[src/design/ilir_pkg.sv]
// shared types, codes and defaults for the indexed list block
package ilir_pkg;

	localparam int CAPACITY_DEF   = 64;
	localparam int ELEM_WIDTH_DEF = 32;
	// width of positions and counts inside the block, wide enough for the largest capacity
	localparam int IDX_W          = 11;

	// request commands
	localparam logic [1:0] CMD_INSERT  = 2'd0;
	localparam logic [1:0] CMD_REMOVE  = 2'd1;
	localparam logic [1:0] CMD_APPEND  = 2'd2;
	localparam logic [1:0] CMD_PREPEND = 2'd3;

	// response status codes
	localparam logic [1:0] ST_OK    = 2'd0;
	localparam logic [1:0] ST_RANGE = 2'd1;
	localparam logic [1:0] ST_FULL  = 2'd2;

	// shift operations broadcast to the cells
	localparam logic [1:0] OP_HOLD   = 2'd0;
	localparam logic [1:0] OP_INSERT = 2'd1;
	localparam logic [1:0] OP_REMOVE = 2'd2;

	typedef struct packed {
		logic [1:0]  cmd;
		logic [6:0]  position;
		logic [31:0] value;
	} req_t;

	typedef struct packed {
		logic [1:0]  status;
		logic [31:0] removed_value;
		logic [6:0]  count;
	} resp_t;

	typedef struct packed {
		logic [1:0]       op;
		logic [IDX_W-1:0] pos;
	} shift_ctl_t;

endpackage

[src/design/ilir_cell.sv]
// one storage cell of the list chain
module ilir_cell #(
	parameter int ELEM_WIDTH = ilir_pkg::ELEM_WIDTH_DEF,
	parameter int INDEX      = 0
) (
	input  logic                   clk,
	input  ilir_pkg::shift_ctl_t   ctl,
	input  logic [ELEM_WIDTH-1:0]  ins_value,
	input  logic [ELEM_WIDTH-1:0]  left,
	input  logic [ELEM_WIDTH-1:0]  right,
	output logic [ELEM_WIDTH-1:0]  entry,
	output logic [ELEM_WIDTH-1:0]  tap
);

	localparam logic [ilir_pkg::IDX_W-1:0] IDX = ilir_pkg::IDX_W'(INDEX);

	logic [ELEM_WIDTH-1:0] entry_q;

	always_ff @(posedge clk) begin
		case (ctl.op)
			ilir_pkg::OP_INSERT: begin
				if (ctl.pos == IDX) begin
					entry_q <= ins_value;
				end else if (ctl.pos < IDX) begin
					entry_q <= left;
				end
			end
			ilir_pkg::OP_REMOVE: begin
				if (ctl.pos <= IDX) begin
					entry_q <= right;
				end
			end
			default: begin
			end
		endcase
	end

	assign entry = entry_q;
	// only the cell being removed drives its value onto the tap
	assign tap = (ctl.op == ilir_pkg::OP_REMOVE && ctl.pos == IDX) ? entry_q : '0;

endmodule

[config.mk]
export PLATFORM = sky130hd
export DESIGN_NAME = ilir_cell
export DESIGN_NICKNAME = d
export VERILOG_FILES = /design/src/design/ilir_pkg.sv /design/src/design/ilir_cell.sv
export SDC_FILE = /design/constraint.sdc
export NUM_CORES = 1
export LEC_CHECK = 0
export ABC_AREA = 1
export BUFFER_PORTS_ARGS = -buffer_cell sky130_fd_sc_hd__buf_4
export CAP_MARGIN = 5
export CORE_MARGIN = 3
export CORE_UTILIZATION = 38
export CTS_BUF_LIST = sky130_fd_sc_hd__clkbuf_8 sky130_fd_sc_hd__clkbuf_16
export CTS_CLUSTER_SIZE = 24
export DETAILED_ROUTE_END_ITERATION = 8
export PLACE_DENSITY = 0.85
export SLEW_MARGIN = 20
export SYNTH_ARGS = -nofsm -noshare
export SYNTH_HDL_FRONTEND = slang
export SYNTH_SLANG_ARGS = --single-unit
[constraint.sdc]
create_clock -name clk -period 4.1 [get_ports clk]
set_input_delay 0.615 -clock clk [delete_from_list [all_inputs] [get_ports clk]]
set_output_delay 0.615 -clock clk [all_outputs]
set_load 0.005 [all_outputs]
==> results.toml <==
[status]
run_status = "complete, no violations"

[clocking]
cts_buffers = 5
cts_setup_buffers = 0
cts_max_path_buffers = 2
cts_tree = "done"
clk_pin_slew_ns = 0.06
h-tree-depth = 2
cts_sinks = 32
cts.repair.resized = 0
cts_hold_buf = 0
root_buffer = "clkbuf_8"

[grt]
grt_usage = 0.1899
gr-total-overflow = 0
first_global_vias = 1824
grt_pass1_wl_um = 7672
antenna_found_initial = 0
grt_max_degree = 34

[die]
dieWidth_um = 73.19
dieArea_um2 = 5356
core_um2 = 4173
num_rows = 23
initial_core_util = 0.4111
io_pins = 174
die_h_um = 73.19

[critical_path]
required_ns = 3.48
slowest_stage = "nand2_2"
crit_top_cell = "buf_4"
arrival_ns = 2.07
cp-end-kind = "primary output"
path_class = "in2out"
crit_chain = "buf_4, inv_1, nand2_2, inv_2, nand3_4, nor2_1, buf_4"
path_delay_family = "simple AND/OR/NAND/NOR gates"
crit_fanout = 33
critPathLaunchType = "primary input"
slowest_delay_ns = 0.37
critPathBufInv = 4

[drt]
viasPerCell = 4.479
drc_errors = 0
drtIter0Drc = 73
dr.pass1.iters = 4
vias = 1832
wl_per_cell_um = 12.36
finalWirelength_um = 5057
postRouteAntennaNets = 0

[synthesis]
synth_fp_nets = 328
yosys.area.top_type_share = 0.5602
yosys.area.top_type = "edfxtp_1"
synth-seq-cells = 32
synth-seq-area-share = 0.5602
synth_area_leaders = "edfxtp_1, nand2_1, nor2_1"
synth.distinct_cells = 14
synthCells = 218
yosysWarnings = 0
syn_avg_cell_area_um2 = 7.869
synth_area_um2 = 1715

[place]
io_buffers = 141
gp_congestion = 0.7185
post_dp_cell_area_um2 = 2791
hpwl_um = 3848

[timing]
finalWorstPathRequiredPeriod_ns = 2.682
finalCritPeriodShare = 0.6542
slew_headroom = 0.5716
finalSetupTns_ns = 0
rsz0062_at_grt = "false"
hold_violations = 0
setup_viol = 0
fmaxAchievable_ghz = 0.3729
slew_viol_final = 0
tightest_slew_ns = 0.6404

[job]
drv_cap = 0

[final_layout]
final_common_cell = "buf_4"
final_design_area_no_fill_um2 = 2868
diodes = 0
final_cell_mix = "buf_4, nand2_1, nor2_1, inv_1, edfxtp_1"
fillCellCount = 350
largest_register_ffs = 32
nets = 469
area_delta_synth_final_pct = 67.18
drive_gt1_frac = 0.4262

[worst_hold_path]
hold_class = "in2reg"

[pwr]
peakVddDrop_uv = 144.3
p_leak_nw = 1.613
power_density_nw_per_um2 = 235.3
[per-layer routing]
metal / vias up / global-route usage / part of all wire
met4: 0 / 0.06148 / 0.014
met2: 101 / 0.3774 / 0.54
li1: 925 / - / -
met5: - / 0 / 0
met1: 798 / 0.1729 / 0.32
met3: 8 / 0.06887 / 0.13
[area by class of cell]
cell class	instances	area [µm²]	share of cell area
repair buffers	143	1074	0.3743
flip-flops and latches	32	960.9	0.3351
multi-input cells	142	563.0	0.1963
inverters	35	131.4	0.04581
clock buffers	5	68.82	0.02400
well taps	50	62.56	0.02182
clock inverters	2	7.507	0.002618
[where the power goes]
part | internal, mW | total, mW | switching [mW] | leakage [nW]
sequential | 0.363 | 0.363 | 0.0000600 | 0.280
clock | 0.112 | 0.217 | 0.105 | 0.0391
combinational | 0.0592 | 0.0949 | 0.0358 | 1.29
[cells in the mapped netlist (all sizes together)]
cell      n
and2      1
buf       6
clkbuf    3
edfxtp   32
inv      35
nand2   100
nand3     2
nor2     39
[worst paths after layout]
kind | slack [ns] | cells past startpoint | end | startpoint
worst max-delay path | 1.42 | 7 | tap[18] | ctl[11]
worst min-delay path | 0.60 | 3 | entry[0] | right[0]
[logic make-up (layout without fill, tap and decap cells)]
kind of cell	after synthesis	count (layout)	share of synthesized area
buf+inv	44	185	0.1116
simple gates	142	142	0.3282
flops	32	32	0.5602
[through the flow]
stage               setup WS (ns)  hold slack [ns]  total power, mW    util  cells
finish                      1.418           0.5981           0.6749  0.6873    409
global route                1.231           0.5855           0.7055  0.6873    409
CTS                         1.389           0.5890           0.6829  0.6873    409
detailed placement          1.388           0.8831           0.4658  0.6690    402
global placement            1.422           0.8781           0.4624  0.6690    402
floorplan                   1.848           0.7936           0.4033       -    218
No activity file was read; power rests on OpenSTA's default activity.
