===== src/design/ilir_pkg.sv =====
// shared types, codes and defaults for the indexed list block
package ilir_pkg;

	localparam int CAPACITY_DEF   = 64;
	localparam int ELEM_WIDTH_DEF = 32;
	// width of positions and counts inside the block, wide enough for the largest capacity
	localparam int IDX_W          = 11;

	// request commands
	localparam logic [1:0] CMD_INSERT  = 2'd0;
	localparam logic [1:0] CMD_REMOVE  = 2'd1;
	localparam logic [1:0] CMD_APPEND  = 2'd2;
	localparam logic [1:0] CMD_PREPEND = 2'd3;

	// response status codes
	localparam logic [1:0] ST_OK    = 2'd0;
	localparam logic [1:0] ST_RANGE = 2'd1;
	localparam logic [1:0] ST_FULL  = 2'd2;

	// shift operations broadcast to the cells
	localparam logic [1:0] OP_HOLD   = 2'd0;
	localparam logic [1:0] OP_INSERT = 2'd1;
	localparam logic [1:0] OP_REMOVE = 2'd2;

	typedef struct packed {
		logic [1:0]  cmd;
		logic [6:0]  position;
		logic [31:0] value;
	} req_t;

	typedef struct packed {
		logic [1:0]  status;
		logic [31:0] removed_value;
		logic [6:0]  count;
	} resp_t;

	typedef struct packed {
		logic [1:0]       op;
		logic [IDX_W-1:0] pos;
	} shift_ctl_t;

endpackage


===== src/design/ilir_ctrl.sv =====
// command decode, range and full checks, and the element count
module ilir_ctrl #(
	parameter int CAPACITY = ilir_pkg::CAPACITY_DEF
) (
	input  logic                 clk,
	input  logic                 arst_n,
	input  ilir_pkg::req_t       req,
	input  logic                 accept,
	output ilir_pkg::shift_ctl_t ctl,
	output logic [1:0]           status,
	output logic [6:0]           count_after
);

	localparam int CNT_W = $clog2(CAPACITY + 1);

	logic [CNT_W-1:0]           count_q;
	logic [CNT_W-1:0]           count_next;
	logic [ilir_pkg::IDX_W-1:0] pos_w;
	logic [ilir_pkg::IDX_W-1:0] occ_w;
	logic [ilir_pkg::IDX_W-1:0] cnt_ext;
	logic                       full;
	logic [1:0]                 op;
	logic [ilir_pkg::IDX_W-1:0] op_pos;

	assign pos_w = ilir_pkg::IDX_W'(req.position);
	assign occ_w = ilir_pkg::IDX_W'(count_q);
	assign full  = (count_q == CNT_W'(CAPACITY));

	always_comb begin
		status = ilir_pkg::ST_OK;
		op     = ilir_pkg::OP_HOLD;
		op_pos = '0;
		case (req.cmd)
			ilir_pkg::CMD_INSERT: begin
				if (pos_w > occ_w) begin
					status = ilir_pkg::ST_RANGE;
				end else if (full) begin
					status = ilir_pkg::ST_FULL;
				end else begin
					op     = ilir_pkg::OP_INSERT;
					op_pos = pos_w;
				end
			end
			ilir_pkg::CMD_REMOVE: begin
				if (pos_w >= occ_w) begin
					status = ilir_pkg::ST_RANGE;
				end else begin
					op     = ilir_pkg::OP_REMOVE;
					op_pos = pos_w;
				end
			end
			ilir_pkg::CMD_APPEND: begin
				if (full) begin
					status = ilir_pkg::ST_FULL;
				end else begin
					op     = ilir_pkg::OP_INSERT;
					op_pos = occ_w;
				end
			end
			default: begin
				if (full) begin
					status = ilir_pkg::ST_FULL;
				end else begin
					op     = ilir_pkg::OP_INSERT;
					op_pos = '0;
				end
			end
		endcase
	end

	always_comb begin
		case (op)
			ilir_pkg::OP_INSERT: count_next = count_q + CNT_W'(1);
			ilir_pkg::OP_REMOVE: count_next = count_q - CNT_W'(1);
			default:             count_next = count_q;
		endcase
	end

	always_ff @(posedge clk or negedge arst_n) begin
		if (!arst_n) begin
			count_q <= '0;
		end else if (accept) begin
			count_q <= count_next;
		end
	end

	assign cnt_ext     = ilir_pkg::IDX_W'(count_next);
	assign count_after = cnt_ext[6:0];
	// cells only move on an accepted request
	assign ctl.op      = accept ? op : ilir_pkg::OP_HOLD;
	assign ctl.pos     = op_pos;

endmodule


===== config.mk =====
export PLATFORM = sky130hd
export DESIGN_NAME = ilir_ctrl
export DESIGN_NICKNAME = d
export VERILOG_FILES = /design/src/design/ilir_pkg.sv /design/src/design/ilir_ctrl.sv
export SDC_FILE = /design/constraint.sdc
export NUM_CORES = 1
export LEC_CHECK = 0
export BUFFER_PORTS_ARGS = -buffer_cell sky130_fd_sc_hd__buf_2
export CAP_MARGIN = 20
export CORE_MARGIN = 4
export CORE_UTILIZATION = 42
export CTS_CLUSTER_SIZE = 25
export DETAILED_ROUTE_END_ITERATION = 7
export HOLD_SLACK_MARGIN = 0.06
export PLACE_DENSITY = 0.79
export SLEW_MARGIN = 20
export SYNTH_ARGS = -nofsm -noshare
export SYNTH_HDL_FRONTEND = slang
export SYNTH_SLANG_ARGS = --single-unit
export TNS_END_PERCENT = 20

===== constraint.sdc =====
create_clock -name clk -period 4.46 [get_ports clk]
set_input_delay 0 -clock clk [delete_from_list [all_inputs] [get_ports clk]]
set_output_delay 0 -clock clk [all_outputs]
set_load 0.03 [all_outputs]

==> results by group <==
Outcome
  • Status: complete, no violations

Drt
  • DR pass1 iterations: 4
  • Vias per inst: about 5.5
  • Via count: 1,057
  • Final wirelength: ~2500 um
  • Detailed Route Iter0 Violations: 24
  • Post-route DRC violation count: 0
  • WL per Instance: 13.1 um
  • Routed Antenna Nets: 0

Critical path
  • Crit path max-delay family: compound AO/OA/AOI/OAI gates
  • Crit path cell chain: inv_1 -> ha_1 -> a21oi_2 -> o21ai_1 -> a2111oi_2 -> ha_2 -> ha_1 -> nor2b_1 -> o31ai_1 -> a21boi_0 -> nand2_1 -> o21ai_0 -> buf_2
  • Crit path from: count_q[2]$_DFFE_PN0P_
  • Startpoint type of the worst setup path: flip-flop
  • RR Startpoint: count_q[2]$_DFFE_PN0P_
  • WP data arrival: about 4 ns
  • Crit path largest cell delay: 0.60 ns
  • R2R setup slack: roughly 0.7 ns
  • Critical path endpoint category: output pin
  • Required @ worst endpoint: between 4 and 5 ns
  • Most used cell, CP: ha_1
  • CP Class: reg2out
  • CP bufs+invs: 2
  • Critical Path Fanout Max: 10
  • Slowest stage cell on the critical path: a2111oi_2

GRT
  • GR Util met3: 0.0178
  • Largest net degree at the start of global routing: 16
  • Busiest grt layer: met2
  • Met1 Use GR: 0.189
  • Met2 Use GR: 0.273
  • Vias in the first global route: 1,000
  • Overflow after GRT: 0
  • First-pass GRT wire length: between 4000 and 5000 um
  • GR Util All Layers: 0.158
  • Antenna violations before repair: 0

Die
  • Die footprint: about 3300 sq um
  • Starting Density: 0.458
  • FP Rows: 17
  • Die Y: 57.8 um
  • Horiz. Die Dim: 57.8 um
  • Core Footprint: approximately 2300 sq um
  • I/O pin cnt: between 60 and 70

Synth
  • Seq cells post-synth: 7
  • Async S/R FF share, synth: 1.00
  • Synth Cell Area: 1040 sq um
  • Count leader, synth: inv_1
  • Commonest cells post-synth: 15 x inv_1, 14 x nand2_1, 13 x ha_1, 11 x o21ai_0, 9 x nor2_1
  • Largest cells by area after synthesis: dfrtp_1 17%, ha_1 16%, inv_1 5.4%
  • Yosys top cell by area: dfrtp_1
  • Register area share after synthesis: 0.168
  • Main synth FF type: dfrtp_1
  • Post-synth EDFFs: 0
  • Avg Cell Area, Syn: 7.84 sq um
  • Synth top area share: 0.168
  • Synth warnings: 0
  • Yosys cell types: 42
  • Cells after synthesis: roughly 130

STA
  • Setup TNS: 0 ns
  • Setup Skew: between 0.001 and 0.0015 ns
  • Setup violations, final: 0
  • Slew headroom: 0.630
  • Final period util: 0.912
  • Worst-Margin Slew: 0.554 ns
  • Final hold vios: 0
  • Max Slew Vio Count: 0
  • FMAX: ~250 MHz
  • Final worst path period need: between 4 and 5 ns
  • Unrepaired setup endpoints after global routing: no

Placement
  • Placer Congestion: just under 0.9
  • DP HPWL: approximately 2100 um
  • # port buffers: 29
  • Placed Cells: 186

Clock network
  • Reg clk slew, reported paths: 0.05 ns
  • Bufs on Longest Clock Path: 2
  • Clock Root Buffer: clkbuf_4
  • CTS H-tree lvls: 1
  • CTS tree: built
  • CTS sink cnt: 7
  • Total CTS buffers: 3
  • Clk Latency, worst-skew pair: 0.25 ns

Power and ir drop
  • Lkg Pwr: approximately 0.61 nW
  • Part of the power in combinational logic: 0.774
  • Overall power: ~900 uW
  • P per Cell Area: just over 700 nW/um^2
  • P_sw: between 500 and 600 uW
  • Clk network pwr share: 0.063
  • Int Power: approximately 370 uW
  • Switching part of the total: 0.586
  • IR drop worst, VDD: 0.498 mV
  • Reg power frac: 0.163

Cells and area
  • Max reg flops: 7
  • Regs by FF count: count_q (7)
  • Final core utilization: 0.545
  • Most flop-heavy register: count_q
  • Fin cells: roughly 190
  • Share of layout cells above drive strength 1: 0.250
  • # nets final: about 220
  • Ant. Diodes: 0
  • P&R area growth vs syn: 19.0%

Hold path
  • Min-Delay Path Class: in2async

Job
  • Max Cap Viol: 0
[per-layer routing]
layer / part of all wire / wire length [um]
met1: 0.45 / 1120
met2: 0.47 / 1190
met3: 0.061 / 153
met4: 0.022 / 55
met5: 0 / 0
[path summary, 6_finish.rpt]
check / to / cells past startpoint
max: count_after[4] / 13
min: count_q[2]$_DFFE_PN0P_ / 2
max reg2reg: count_q[6]$_DFFE_PN0P_ / 12
min reg2reg: count_q[3]$_DFFE_PN0P_ / 2
max in group asynchronous: count_q[3]$_DFFE_PN0P_ / 2
min in group clk: status[0] / 3
[power by group through the flow]
stage | registers (mW) | clock network, mW | logic, mW
final | 0.147 | 0.0564 | 0.698
after CTS | 0.147 | 0.0591 | 0.699
after floorplan | 0.122 | 0 | 0.557
after detailed placement | 0.148 | 0 | 0.694
after global placement | 0.146 | 0 | 0.679
after global routing | 0.154 | 0.0629 | 0.768
[cells in the final DEF (no fill, tap or decap), types with 2 or more instances in the layout]
cell type,instances
dlygate4sd3_1,2
nand2b_1,3
ha_1,12
inv_1,15
nor3b_1,2
o21a_1,2
dfrtp_1,7
clkbuf_4,3
xnor2_1,5
nor2_1,9
o21ai_0,11
o21ai_1,2
xor2_1,2
nor2b_1,2
buf_2,29
nand2_1,14
a21oi_1,7
conb_1,4
mux2_2,2
a22o_1,6
nor3_1,2
[kinds of logic (layout without fill, tap and decap cells)]
group,count (synthesis),in the layout,share of synthesized area
AO/OA/AOI/OAI,40,40,0.277
AND/OR/NAND/NOR,40,40,0.200
buffers and inverters,22,50,0.0948
adder cells (fa/ha/maj),14,14,0.175
XOR/XNOR,7,7,0.0588
flip-flops,7,7,0.168
multiplexers,2,2,0.0216
other,1,4,0.00360
[cell type report]
type	instances	area, sq um
Sequential cell	7	175
Timing Repair Buffer	31	165
Clock buffer	4	26.3
Fill cell	211	1040
Tap cell	28	35.0
Inverter	15	56.3
Multi-Input combinational cell	107	782
[repair_timing]
item	in CTS	in global routing
setup buffers	0	0
hold buffers	2	0
setup endpoints to repair	0	2
gates resized for setup	0	1
hold endpoints to repair	8	0
[stage by stage]
stage                     setup WS, ns  cell area (sq um)  hold WS (ns)
final                            0.391               1240         0.110
after global routing            0.0220               1240         0.136
after CTS                        0.305               1240         0.108
after detailed placement         0.578               1190        -0.159
after global placement           0.615               1190        -0.170
after floorplan                  0.885               1050        -0.296
Power figures use the tool's default switching activity.
